==> config.mk <==
export PLATFORM = sky130hd
export DESIGN_NAME = api_frame_receiver_checksum
export DESIGN_NICKNAME = d
export VERILOG_FILES = /design/src/afrc_pkg.sv /design/src/api_frame_receiver_checksum.sv
export VERILOG_INCLUDE_DIRS = /design/src /design/src/src
export SDC_FILE = /design/constraint.sdc
export NUM_CORES = 1
export LEC_CHECK = 0
export BUFFER_PORTS_ARGS = -buffer_cell sky130_fd_sc_hd__buf_2
export CORE_MARGIN = 2
export CORE_UTILIZATION = 48
export CTS_BUF_LIST = sky130_fd_sc_hd__clkbuf_4
export CTS_CLUSTER_DIAMETER = 30
export DETAILED_ROUTE_END_ITERATION = 10
export PLACE_DENSITY = 0.66
export SYNTH_ARGS = -nofsm -noshare
export SYNTH_HDL_FRONTEND = slang
export SYNTH_SLANG_ARGS = --single-unit
==> constraint.sdc <==
create_clock -name clk -period 7.9 [get_ports clk]
set_input_delay 0.395 -clock clk [delete_from_list [all_inputs] [get_ports clk]]
set_output_delay 0.395 -clock clk [all_outputs]
set_load 0.03 [all_outputs]
==> src/api_frame_receiver_checksum_assert.svh <==
// Assertion macros for the frame receiver.
// Each macro checks under the block clock and stays quiet while reset is high.
`ifndef API_FRAME_RECEIVER_CHECKSUM_ASSERT_SVH
`define API_FRAME_RECEIVER_CHECKSUM_ASSERT_SVH

// Same-cycle implication
`define AFRC_ASSERT_NOW(label, ante, cons, msg) \
  label: assert property (@(posedge clk) disable iff (rst) (ante) |-> (cons)) \
    else $error(msg);

// Next-cycle implication
`define AFRC_ASSERT_NEXT(label, ante, cons, msg) \
  label: assert property (@(posedge clk) disable iff (rst) (ante) |=> (cons)) \
    else $error(msg);

`endif

==> src/afrc_pkg.sv <==
`default_nettype none
package afrc_pkg;

  localparam logic [7:0] START_BYTE = 8'h7E;
  localparam logic [7:0] SUM_TARGET = 8'hFF;

  // Configuration register indexes
  localparam int unsigned CFG_IDX_W = 1;
  localparam logic [CFG_IDX_W-1:0] CFG_RX_FRAME_TYPE = 1'b0;
  localparam logic [CFG_IDX_W-1:0] CFG_ID_OFFSET     = 1'b1;

  localparam logic [7:0]  RST_FRAME_TYPE = 8'd144;
  localparam logic [15:0] RST_ID_OFFSET  = 16'd12;

  // Parser phase
  typedef enum logic [2:0] {
    PH_HUNT    = 3'd0,
    PH_LEN_HI  = 3'd1,
    PH_LEN_LO  = 3'd2,
    PH_PAYLOAD = 3'd3,
    PH_CHECK   = 3'd4
  } phase_t;

  // Result kinds
  localparam logic [1:0] KIND_BYTE = 2'd0;
  localparam logic [1:0] KIND_GOOD = 2'd1;
  localparam logic [1:0] KIND_BAD  = 2'd2;

  // One result word
  typedef struct packed {
    logic [1:0]  kind;
    logic [7:0]  byte_value;
    logic [15:0] byte_index;
    logic [7:0]  frame_type;
    logic [15:0] frame_length;
    logic        ids_valid;
    logic [7:0]  aircraft_id;
    logic [7:0]  msg_id;
  } res_t;

endpackage
`default_nettype wire

==> src/api_frame_receiver_checksum.sv <==
// API frame receiver with 8-bit checksum.
// Input channel: one received byte per word on rx_byte, handed over with
// in_valid; the block holds it off with in_stall. Output channel: one result
// word (payload byte with its index, or end of frame with checksum status,
// frame type, length and ids) on out_valid, held off by out_stall.
// Header bytes and bytes seen while hunting for 0x7E give no result.
// Configuration: cfg_we writes cfg_data into the register picked by
// cfg_index (0 frame type to match, 1 payload offset of the aircraft id).
// Each result is registered before it appears on the outputs.
// Throughput: one byte every cycle while in_stall is low; the parser state
// updates in the cycle a byte is taken, and the output register plus a
// one-word skid register hold a result while the receiver stalls.
// With the output stalled and both registers full, in_stall goes high until
// the receiver takes a word. Reset clears the parser to hunting, empties the
// output registers and restores the configuration defaults (frame type 144,
// id offset 12).
`default_nettype none
`include "api_frame_receiver_checksum_assert.svh"
module api_frame_receiver_checksum
  import afrc_pkg::*;
(
  input  wire logic                 clk,
  input  wire logic                 rst,
  input  wire logic                 cfg_we,
  input  wire logic [CFG_IDX_W-1:0] cfg_index,
  input  wire logic [15:0]          cfg_data,
  input  wire logic                 in_valid,
  output logic                      in_stall,
  input  wire logic [7:0]           rx_byte,
  output logic                      out_valid,
  input  wire logic                 out_stall,
  output logic [1:0]                kind,
  output logic [7:0]                byte_value,
  output logic [15:0]               byte_index,
  output logic [7:0]                frame_type,
  output logic [15:0]               frame_length,
  output logic                      ids_valid,
  output logic [7:0]                aircraft_id,
  output logic [7:0]                msg_id
);

  logic [7:0]  cfg_frame_type;
  logic [15:0] cfg_id_offset;

  phase_t      phase, phase_next;
  logic [15:0] declared_length, declared_length_next;
  logic [15:0] bytes_seen, bytes_seen_next;
  logic [7:0]  running_sum, running_sum_next;
  logic [7:0]  captured_type, captured_type_next;
  logic [7:0]  captured_aircraft, captured_aircraft_next;
  logic [7:0]  captured_message, captured_message_next;

  logic        in_acc;
  logic        res_valid;
  res_t        res;
  logic        out_pop;
  res_t        out_word;
  logic        skid_valid;
  res_t        skid_word;

  logic [16:0] idx_inc;
  logic [16:0] off_inc;
  logic [16:0] off_plus2;
  logic [7:0]  chk_sum;
  logic        chk_good;
  logic        ids_ok;

  assign in_stall = skid_valid;
  assign in_acc   = in_valid && !in_stall;
  assign out_pop  = out_valid && !out_stall;

  // Configuration registers
  always_ff @(posedge clk) begin
    if (rst) begin
      cfg_frame_type <= RST_FRAME_TYPE;
      cfg_id_offset  <= RST_ID_OFFSET;
    end else if (cfg_we) begin
      unique case (cfg_index)
        CFG_RX_FRAME_TYPE: cfg_frame_type <= cfg_data[7:0];
        CFG_ID_OFFSET:     cfg_id_offset  <= cfg_data;
      endcase
    end
  end

  // Shared arithmetic
  assign idx_inc   = {1'b0, bytes_seen} + 17'd1;
  assign off_inc   = {1'b0, cfg_id_offset} + 17'd1;
  assign off_plus2 = {1'b0, cfg_id_offset} + 17'd2;
  assign chk_sum   = rx_byte + running_sum;
  assign chk_good  = (chk_sum == SUM_TARGET);
  // zero length never fits since id_offset + 2 is at least 2
  assign ids_ok    = chk_good && ({1'b0, declared_length} >= off_plus2) &&
                     (captured_type == cfg_frame_type);

  // Next phase
  always_comb begin
    phase_next = phase;
    if (in_acc) begin
      unique case (phase)
        PH_HUNT:    phase_next = (rx_byte == START_BYTE) ? PH_LEN_HI : PH_HUNT;
        PH_LEN_HI:  phase_next = PH_LEN_LO;
        PH_LEN_LO:  phase_next = ({declared_length[15:8], rx_byte} == 16'd0) ?
                                 PH_CHECK : PH_PAYLOAD;
        PH_PAYLOAD: phase_next = (idx_inc >= {1'b0, declared_length}) ?
                                 PH_CHECK : PH_PAYLOAD;
        PH_CHECK:   phase_next = PH_HUNT;
        default:    phase_next = PH_HUNT;
      endcase
    end
  end

  // Frame datapath and result word
  always_comb begin
    declared_length_next   = declared_length;
    bytes_seen_next        = bytes_seen;
    running_sum_next       = running_sum;
    captured_type_next     = captured_type;
    captured_aircraft_next = captured_aircraft;
    captured_message_next  = captured_message;
    res_valid              = 1'b0;
    res                    = '0;
    if (in_acc) begin
      unique case (phase)
        PH_LEN_HI: begin
          declared_length_next = {rx_byte, 8'h00};
        end
        PH_LEN_LO: begin
          declared_length_next   = {declared_length[15:8], rx_byte};
          bytes_seen_next        = 16'd0;
          running_sum_next       = 8'd0;
          captured_type_next     = 8'd0;
          captured_aircraft_next = 8'd0;
          captured_message_next  = 8'd0;
        end
        PH_PAYLOAD: begin
          if (bytes_seen == 16'd0) captured_type_next = rx_byte;
          if (bytes_seen == cfg_id_offset) captured_aircraft_next = rx_byte;
          if ({1'b0, bytes_seen} == off_inc) captured_message_next = rx_byte;
          running_sum_next = running_sum + rx_byte;
          bytes_seen_next  = idx_inc[15:0];
          res_valid        = 1'b1;
          res.kind         = KIND_BYTE;
          res.byte_value   = rx_byte;
          res.byte_index   = bytes_seen;
        end
        PH_CHECK: begin
          res_valid        = 1'b1;
          res.kind         = chk_good ? KIND_GOOD : KIND_BAD;
          res.byte_value   = rx_byte;
          res.frame_type   = captured_type;
          res.frame_length = declared_length;
          res.ids_valid    = ids_ok;
          res.aircraft_id  = ids_ok ? captured_aircraft : 8'd0;
          res.msg_id       = ids_ok ? captured_message : 8'd0;
        end
        default: begin
        end
      endcase
    end
  end

  // Parser state
  always_ff @(posedge clk) begin
    if (rst) begin
      phase             <= PH_HUNT;
      declared_length   <= 16'd0;
      bytes_seen        <= 16'd0;
      running_sum       <= 8'd0;
      captured_type     <= 8'd0;
      captured_aircraft <= 8'd0;
      captured_message  <= 8'd0;
    end else begin
      phase             <= phase_next;
      declared_length   <= declared_length_next;
      bytes_seen        <= bytes_seen_next;
      running_sum       <= running_sum_next;
      captured_type     <= captured_type_next;
      captured_aircraft <= captured_aircraft_next;
      captured_message  <= captured_message_next;
    end
  end

  // Output register with one-word skid
  always_ff @(posedge clk) begin
    if (rst) begin
      out_valid  <= 1'b0;
      skid_valid <= 1'b0;
    end else if (skid_valid) begin
      if (out_pop) begin
        out_word   <= skid_word;
        skid_valid <= 1'b0;
      end
    end else begin
      if (res_valid && (!out_valid || out_pop)) begin
        out_word <= res;
      end else if (res_valid) begin
        skid_word  <= res;
        skid_valid <= 1'b1;
      end
      out_valid <= res_valid || (out_valid && !out_pop);
    end
  end

  assign kind         = out_word.kind;
  assign byte_value   = out_word.byte_value;
  assign byte_index   = out_word.byte_index;
  assign frame_type   = out_word.frame_type;
  assign frame_length = out_word.frame_length;
  assign ids_valid    = out_word.ids_valid;
  assign aircraft_id  = out_word.aircraft_id;
  assign msg_id       = out_word.msg_id;

  // Checks
  `AFRC_ASSERT_NOW(a_skid_behind_out, skid_valid, out_valid,
                   "skid full with output empty")
  `AFRC_ASSERT_NOW(a_count_in_range, phase == PH_PAYLOAD,
                   bytes_seen < declared_length, "payload count past length")
  `AFRC_ASSERT_NEXT(a_payload_result, in_acc && phase == PH_PAYLOAD, out_valid,
                    "payload byte gave no result")
  `AFRC_ASSERT_NEXT(a_check_ends, in_acc && phase == PH_CHECK, phase == PH_HUNT,
                    "no hunt after checksum")

endmodule
`default_nettype wire
==> results.py, run 1 <==
metrics = {
    "run_status": {
        "status": "complete, no violations",
    },
    "placement": {
        "globalplace.congestion": 0.961,
        "preCtsSetupSlack_ns": 3.57,
        "dp_cells": 1466,
        "hpwl_mm": 19.2,
        "io_buffers": 98,
    },
    "timing": {
        "finalSetupTns_ns": 0,
        "tightest_slew_ns": 1.17,
        "holdWs_ns": 0.0894,
        "slew_headroom": 0.216,
        "slew_violations": 0,
        "finalCriticalPeriod_ns": 4.36,
        "fin_worst_skew_ns": 0.0589,
        "setup_viol": 0,
        "timing.fmax_ghz": 0.229,
        "rsz0062_at_grt": "no",
        "timing.final.ws_setup_ns": 3.54,
        "finalHoldViolCount": 0,
        "fin_crit_sh": 0.552,
    },
    "setup_path": {
        "slowest_delay_ns": 0.91,
        "crit_chain": "nor2b_1 -> nand2_1 -> nor2_1 -> nor2_1 -> a221oi_4 -> buf_4",
        "cpMostUsedCell": "nor2_1",
        "crit_path_top_delay_cell": "nor2_1",
        "cp-end-kind": "flop",
        "crit_path_start_kind": "flop",
        "cp_data_required_time_ns": 8.16,
        "cp_num_buf_inv": 1,
        "crit_arrival_ns": 4.62,
        "crit_type": "reg -> reg",
        "crit_fanout": 54,
        "crit_family": "simple AND/OR/NAND/NOR gates",
    },
    "routing": {
        "num_vias": 8945,
        "drt-vias-per-instance": 5.58,
        "antenna_left": 0,
        "first_iter_violations": 646,
        "drc": 0,
        "wl_per_cell_um": 17.8,
        "routed_wl_mm": 28.6,
        "drt_pass1_iterations": 5,
    },
    "pwr": {
        "peakVddDrop_v": 0.000111,
        "power.leakage_nw": 5.27,
        "p_per_area_nw_per_um2": 192,
    },
    "clocking": {
        "htreeDepth": 3,
        "cts-root-buf": "clkbuf_4",
        "cts.sinks": 227,
        "ctsResizeCount": 0,
        "insertion_delay_ns": 0.67,
        "cts_buffer_depth": 3,
        "path_clk_slew_ns": 0.06,
        "cts_tree": "done",
        "numCtsBuffers": 66,
    },
    "global_route": {
        "use_met1": 0.318,
        "grt_pass1_wl_mm": 44.9,
        "grt_use_met3": 0.0515,
        "grt_pass1_vias": 8444,
        "track_usage": 0.233,
        "grt.overflow.total": 0,
        "met2_usage": 0.362,
        "grt_max_degree": 92,
        "antenna_found_initial": 1,
        "grt.busiest_layer": "met2",
    },
    "synthesis": {
        "yosysWarnings": 0,
        "synth_edf_count": 134,
        "synth_top_area_frac": 0.356,
        "syn_inst": 1115,
        "synth_area_leaders": "edfxtp_1 (36%), dfxtp_1 (16%), nand2_1 (5.0%)",
        "avgSynthCellArea_um2": 10.1,
        "ys.flop_type": "edfxtp_1",
        "syn-cell-area_um2": 11300,
        "yosysSeqAreaShare": 0.521,
        "synth_cell_types": 67,
        "synth-async-reset-ratio": 0,
        "ys_seq_elements": 227,
        "synth_area_leader_cell": "edfxtp_1",
        "synth_nets": 1189,
    },
    "cells_and_area": {
        "nNetsFinal": 1305,
        "drive_gt1_frac": 0.185,
        "final_cells": 1603,
        "final_cell_mix": "nand2_1 (151), edfxtp_1 (134), nor2_1 (101)",
        "syn_to_final_growth_pct": 15.3,
        "layout_commonest_cell": "nand2_1",
    },
    "die": {
        "num_rows": 56,
        "die_width_um": 157,
        "die-area_um2": 24800,
        "fp.dieH_um": 157,
        "core_area_um2": 23300,
        "num_io_pins": 99,
        "start_util": 0.485,
    },
    "job": {
        "cap_viol_max_count": 0,
    },
    "min_path": {
        "hp-class": "in -> reg",
    },
}
-- state kept, by name, indices dropped and copies added (netlist names), 2 cells and up --
name / flops
bytes_seen: 16
frame_type: 8
cfg_id_offset: 16
aircraft_id: 8
frame_length: 16
skid_word: 67
kind: 2
cfg_frame_type: 8
declared_length: 16
running_sum: 8
captured_message: 8
phase: 3
captured_aircraft: 8
byte_index: 16
byte_value: 8
msg_id: 8
captured_type: 8
-- synthesized netlist by cell type, drive strengths merged, types with 2 or more instances --
cell and number:
nor2b 10, a211o 2, and2 20, nand4 26, o21bai 2, nor4b 2, a2111oi 3, and3 24
nor3b 7, xor2 20, or3 5, a211oi 3, a21o 58, o31ai 16, mux2i 24, a21oi 53
nor4 28, a22oi 12, o21ai 18, edfxtp 134, a221oi 3, nand3b 6, or4 4, nand2b 4
nand2 151, nor2 104, dfxtp 93, nor3 22, o211ai 6, ha 43, a31oi 12, o21a 4
o311ai 2, nand3 26, clkbuf 61, and4 2, xnor2 46, inv 25, buf 18
-- report_power, final --
group,internal (mW),total [mW],switching [mW]
registers,1.24,1.26,0.0129
logic,0.0358,0.0893,0.0536
clock network,0.631,1.15,0.516
-- worst paths after layout --
| kind | start | to | slack, ns | cells after the start |
|---|---|---|---|---|
| hold / removal | out_stall | in_stall | 0.09 | 3 |
| setup reg to reg | phase[0] | byte_index[15] | 3.54 | 6 |
| setup / recovery | phase[0] | byte_index[15] | 3.54 | 6 |
| hold reg to reg | running_sum[0] | running_sum[0] | 0.46 | 2 |
-- metrics by stage --
stage,total power [mW],utilization,instance area [µm²]
after floorplan,1.34,-,11300
after global placement,1.36,0.515,12000
after detailed placement,1.36,0.515,12000
after CTS,2.52,0.559,13000
after global routing,2.59,0.560,13000
final,2.49,0.560,13000
-- routing by layer --
metal,wire length (µm),share of wire,up-vias
li1,-,-,4294
met1,12900,0.45,4297
met2,13200,0.46,295
met3,1860,0.065,59
met4,663,0.023,0
met5,0,0,-
-- kinds of logic after synthesis --
logic type,after synthesis,synth area share
flip-flops,227,0.521
AND/OR/NAND/NOR,446,0.194
AO/OA/AOI/OAI,202,0.122
buffers and inverters,104,0.0386
adder cells (fa/ha/maj),44,0.0494
XOR/XNOR,67,0.0532
multiplexers,25,0.0223
-- worst register-to-register path: cells and delay by family, from the launching register on --
kind,cells,cell delay (ns)
simple gates,4,1.99
compound gates,1,0.83
flops,1,0.41
buf+inv,1,0.68
-- layout make-up --
type	instances	area, µm²
clock inverters	24	165
flip-flops and latches	227	5890
clock buffers	96	721
well taps	319	399
multi-input cells	784	5000
inverters	25	93.8
diodes	1	2.50
fillers	2118	10200
repair buffers	127	748
-- repair_timing --
| item | in CTS | in global routing |
|---|---|---|
| hold endpoints to repair | 20 | 0 |
| hold buffers | 16 | 0 |
| buffers inserted | 0 | 0 |
Power figures use the tool's default switching activity.
==> run 2: changes to the inputs <==
Settings changed: ABC_AREA set to 1.
Clock period 7.9 ns to 4.3 ns, I/O delays scaled along.
==> results.py, run 2 <==
metrics = {
    "cells_and_area": {
        "largest_register_ffs": 67,
        "final_cell_area_um2": 13300,
        "syn_to_final_growth_pct": 16.3,
        "layout_commonest_cell": "nand2_1",
        "multi_input_area_um2": 4750,
        "top_register": "skid_word",
        "drive_gt1_frac": 0.178,
        "nNetsFinal": 1536,
        "seqCellArea_um2": 5890,
        "final_cell_mix": "nand2_1 (264), nor2_1 (149), inv_1 (143)",
        "fill_cells": 2108,
    },
    "placement": {
        "io_buffers": 98,
        "dpl_cell_area_um2": 12200,
        "globalplace.congestion": 0.877,
        "hpwl_mm": 20.4,
    },
    "timing": {
        "setup_viol": 0,
        "slew_headroom": 0.244,
        "fin_worst_skew_ns": 0.0527,
        "tightest_slew_ns": 1.13,
        "slew_violations": 0,
        "timing.fmax_ghz": 0.299,
        "finalSetupTns_ns": 0,
        "finalHoldViolCount": 0,
        "fin_crit_sh": 0.779,
        "rsz0062_at_grt": "no",
        "finalCriticalPeriod_ns": 3.35,
    },
    "synthesis": {
        "synth_cell_types": 50,
        "ys.flop_type": "edfxtp_1",
        "syn-cell-area_um2": 11500,
        "yosysSeqAreaShare": 0.513,
        "ys_seq_elements": 227,
        "synth-async-reset-ratio": 0,
        "synth_area_leader_cell": "edfxtp_1",
        "syn_inst": 1314,
        "synth_top_area_frac": 0.351,
        "synth.cells.most_frequent": "nand2_1 (264), nor2_1 (151), inv_1 (143), edfxtp_1 (134), o21ai_0 (100)",
        "yosysWarnings": 0,
        "synth_edf_count": 134,
        "synth_area_leaders": "edfxtp_1 (35%), dfxtp_1 (16%), nand2_1 (8.6%)",
        "post-synth-top-count-cell": "nand2_1",
        "avgSynthCellArea_um2": 8.73,
        "synth_nets": 1388,
    },
    "global_route": {
        "track_usage": 0.231,
        "grt_pass1_vias": 8795,
        "grt.overflow.total": 0,
        "grt_max_degree": 70,
        "grt_pass1_wl_mm": 45.2,
        "antenna_found_initial": 1,
    },
    "clocking": {
        "numCtsBuffers": 61,
        "cts-root-buf": "clkbuf_4",
        "cts_setup_buffers": 0,
        "cts.sinks": 227,
        "cts_buffer_depth": 3,
        "path_clk_slew_ns": 0.06,
        "htreeDepth": 2,
        "cts_tree": "done",
        "insertion_delay_ns": 0.71,
    },
    "pwr": {
        "p_int_mw": 3.44,
        "peakVddDrop_v": 0.000156,
        "seq_power_share": 0.515,
        "power.leakage_nw": 5.38,
        "p_switching_mw": 1.06,
        "clockPowerShare": 0.439,
        "p_sw_frac": 0.235,
        "power.total_mw": 4.49,
        "pwr-share-comb": 0.046,
        "p_per_area_nw_per_um2": 337,
    },
    "routing": {
        "wl_met2_mm": 12.6,
        "wl_per_cell_um": 15.5,
        "antenna_left": 0,
        "wl_met3_mm": 1.90,
        "num_vias": 9366,
        "top_layer": "met4",
        "drc": 0,
        "first_iter_violations": 743,
        "drt-vias-per-instance": 5.11,
        "routed_wl_mm": 28.5,
        "drt-met1-wl_mm": 13.4,
        "drt_pass1_iterations": 5,
    },
    "setup_path": {
        "crit_path_start_kind": "flop",
        "crit_arrival_ns": 3.86,
        "cp-end-kind": "flop",
        "crit_type": "reg -> reg",
        "cp_data_required_time_ns": 4.81,
        "crit_fanout": 18,
    },
    "min_path": {
        "hp-class": "in -> reg",
    },
    "job": {
        "cap_viol_max_count": 0,
    },
    "die": {
        "fp.dieH_um": 159,
        "die-area_um2": 25100,
        "start_util": 0.489,
        "num_io_pins": 99,
        "die_width_um": 159,
        "core_area_um2": 23500,
        "num_rows": 56,
    },
    "run_status": {
        "status": "complete, no violations",
    },
}
## run 2: final timing paths
kind	from	endpoint	slack, ns	cells after the start
worst min register to register	running_sum[0]	running_sum[0]	0.47	2
worst min-delay path	cfg_we	cfg_frame_type[1]	0.17	5
worst max-delay path	cfg_id_offset[3]	skid_word[5]	0.95	13
worst max register to register	cfg_id_offset[3]	skid_word[5]	0.95	13
## run 2: repair_timing
item,4_1_cts,5_1_grt
resized for setup,0,0
hold buffers,34,0
hold endpoints to repair,61,0
endpoints found under the setup margin,0,0
## run 2: critical path, cell delays in order, from the launching register on
cell	delay, ns
dfxtp_1	0.52
nand3_1	0.22
nor3_2	0.31
nand2_1	0.13
nor2_1	0.22
nand2_1	0.10
xor2_1	0.15
ha_1	0.32
nand2_1	0.06
nor2_1	0.10
a41oi_1	0.15
nand2_2	0.32
nand3_4	0.38
nor2_1	0.21
## run 2: layout make-up
cell class | count | area share
antenna | 1 | 0.000188
tap | 319 | 0.0299
sequential | 227 | 0.441
multi-input combinational | 879 | 0.356
clock buffer | 87 | 0.0490
inverter | 151 | 0.0426
clock inverter | 28 | 0.0130
timing repair buffer | 142 | 0.0679
## run 2: routing by layer
| layer | up-vias | GRT usage |
|---|---|---|
| met2 | 301 | 0.359 |
| met1 | 4326 | 0.328 |
| li1 | 4699 | - |
| met3 | 40 | 0.0455 |
| met5 | - | 0 |
| met4 | 0 | 0.0661 |
## run 2: per-stage QoR
stage               hold WS [ns]  setup WS [ns]  instances  utilization
detailed placement         0.460          0.970       1684        0.519
floorplan                  0.328          0.612       1314            -
finish                     0.174          0.950       1834        0.568
global route               0.200          0.608       1834        0.568
CTS                        0.139          0.945       1833        0.568
global placement           0.457           1.03       1684        0.519
## run 2: kinds of logic (layout without fill, tap and decap cells)
group,count (synthesis),count (layout),synth area share
other cells,0,1,0
simple gates,563,563,0.219
flops,227,227,0.513
xor+xnor,48,48,0.0373
fa+ha+maj,44,44,0.0487
buf+inv,208,408,0.0744
compound gates,224,224,0.107
## run 2: power by group through the flow
stage | combinational [mW] | clock, mW | sequential [mW]
after floorplan | 0.137 | 0 | 2.35
after global placement | 0.180 | 0 | 2.36
after detailed placement | 0.181 | 0 | 2.36
after CTS | 0.205 | 2.02 | 2.32
after global routing | 0.234 | 2.14 | 2.32
final | 0.205 | 1.97 | 2.32
==> run 3: changes to the inputs <==
Clock period 4.3 ns to 3.2 ns, I/O delays scaled along.
==> results.py, run 3 (synthesized netlist as in run 2, its figures left out) <==
metrics = {
    "setup_path": {
        "crit_path_top_delay_cell": "dfxtp_4",
        "crit_fanout": 5,
        "slowest_delay_ns": 0.37,
        "cp-end-kind": "flop",
        "crit_chain": "ha_1 -> nand2_1 -> inv_1 -> nand2_1 -> nor2_2 -> inv_1 -> nor2_2 -> buf_4 -> inv_1 -> nand2_1 -> inv_1 -> ha_1 -> a21oi_1 -> o21ai_0 -> a21oi_1 -> nor2_1 -> nor2_2 -> nand4_1 -> nand3_1 -> nand2_1 -> a21oi_1",
        "crit_path_start_kind": "flop",
        "crit_arrival_ns": 3.54,
        "crit_type": "reg -> reg",
        "cp_data_required_time_ns": 3.83,
    },
    "cells_and_area": {
        "layout_commonest_cell": "nand2_1",
        "drive_gt1_frac": 0.202,
        "fill_cells": 2147,
        "top_register": "skid_word",
        "largest_register_ffs": 67,
        "final_cell_mix": "nand2_1 (264), nor2_1 (145), inv_1 (142)",
        "seqCellArea_um2": 5900,
        "final_cell_area_um2": 13600,
        "nNetsFinal": 1555,
        "syn_to_final_growth_pct": 18.6,
        "multi_input_area_um2": 4800,
    },
    "routing": {
        "first_iter_violations": 815,
        "drt_pass1_iterations": 5,
        "drt-vias-per-instance": 5.05,
        "wl_per_cell_um": 15.5,
        "num_vias": 9334,
        "antenna_left": 0,
        "routed_wl_mm": 28.8,
        "drc": 0,
    },
    "clocking": {
        "path_clk_slew_ns": 0.07,
        "cts.sinks": 227,
        "htreeDepth": 2,
        "cts-root-buf": "clkbuf_4",
        "cts_tree": "done",
        "insertion_delay_ns": 0.71,
        "cts_buffer_depth": 3,
        "numCtsBuffers": 59,
    },
    "placement": {
        "dpl_cell_area_um2": 12300,
        "globalplace.congestion": 0.907,
        "io_buffers": 98,
        "hpwl_mm": 20.3,
    },
    "die": {
        "start_util": 0.489,
        "die-area_um2": 25100,
        "die_width_um": 159,
        "fp.dieH_um": 159,
        "num_rows": 56,
        "core_area_um2": 23500,
        "num_io_pins": 99,
    },
    "timing": {
        "slew_headroom": 0.315,
        "fin_crit_sh": 0.911,
        "setup_viol": 0,
        "slew_violations": 0,
        "timing.fmax_ghz": 0.343,
        "holdWs_ns": 0.0501,
        "fin_worst_skew_ns": 0.0526,
        "finalHoldViolCount": 0,
        "rsz0062_at_grt": "yes",
        "tightest_slew_ns": 1.03,
        "finalCriticalPeriod_ns": 2.91,
    },
    "global_route": {
        "track_usage": 0.231,
        "grt.overflow.total": 0,
        "antenna_found_initial": 1,
        "grt_pass1_vias": 8605,
        "grt_max_degree": 70,
        "grt_pass1_wl_mm": 45.3,
    },
    "pwr": {
        "power.total_mw": 6.17,
        "p_per_area_nw_per_um2": 454,
        "peakVddDrop_v": 0.000286,
        "power.leakage_nw": 5.51,
    },
    "job": {
        "cap_viol_max_count": 0,
    },
    "run_status": {
        "status": "complete, no violations",
    },
    "min_path": {
        "hp-class": "in -> reg",
    },
}
[run 3: area by class of cell]
class                   instances  share of cell area
multi-input cells             880               0.353
diodes                          1            0.000184
inverters                     151              0.0418
well taps                     319              0.0294
repair buffers                162              0.0791
clock buffers                  94              0.0519
flip-flops and latches        227               0.434
clock inverters                16              0.0109
[run 3: worst paths after layout]
check / from / end / slack [ns] / cells past startpoint
setup reg to reg: bytes_seen[0] / phase[0] / 0.29 / 21
setup / recovery: bytes_seen[0] / phase[0] / 0.29 / 21
hold / removal: cfg_index / cfg_frame_type[0] / 0.05 / 4
hold reg to reg: running_sum[0] / running_sum[0] / 0.47 / 2
[run 3: stage by stage]
step,instances,setup WS [ns],TNS (ns),util
6_report,1850,0.286,0,0.579
5_1_grt,1850,-0.100,-0.167,0.579
4_1_cts,1837,0.128,0,0.573
3_5_place_dp,1695,0.114,0,0.523
3_3_place_gp,1695,0.178,0,0.523
2_1_floorplan,1314,0.289,0,-
[run 3: power breakdown]
| part | switching [mW] | internal (mW) |
|---|---|---|
| logic | 0.183 | 0.121 |
| registers | 0.0225 | 3.08 |
| clock network | 1.20 | 1.57 |
[run 3: critical path: cells and delay by family, from the launching register on]
family	cells	cell delay [ns]
and+or+nand+nor	10	1.09
adders and majority gates	2	0.50
AOI/OAI and AO/OA	4	0.50
buffers and inverters	5	0.42
DFF	1	0.37
[run 3: per-layer routing]
| layer | GRT usage | wire length [µm] | vias up |
|---|---|---|---|
| li1 | - | - | 4737 |
| met1 | 0.346 | 14000 | 4257 |
| met2 | 0.343 | 12400 | 291 |
| met3 | 0.0367 | 1780 | 49 |
| met4 | 0.0746 | 548 | 0 |
| met5 | 0 | 0 | - |
[run 3: timing repair]
item                       in CTS  in global routing
hold buffers                   32                  0
setup endpoints to repair       0                 32
resized for setup               0                 16
buffers inserted                0                 11
hold endpoints to repair       66                  0
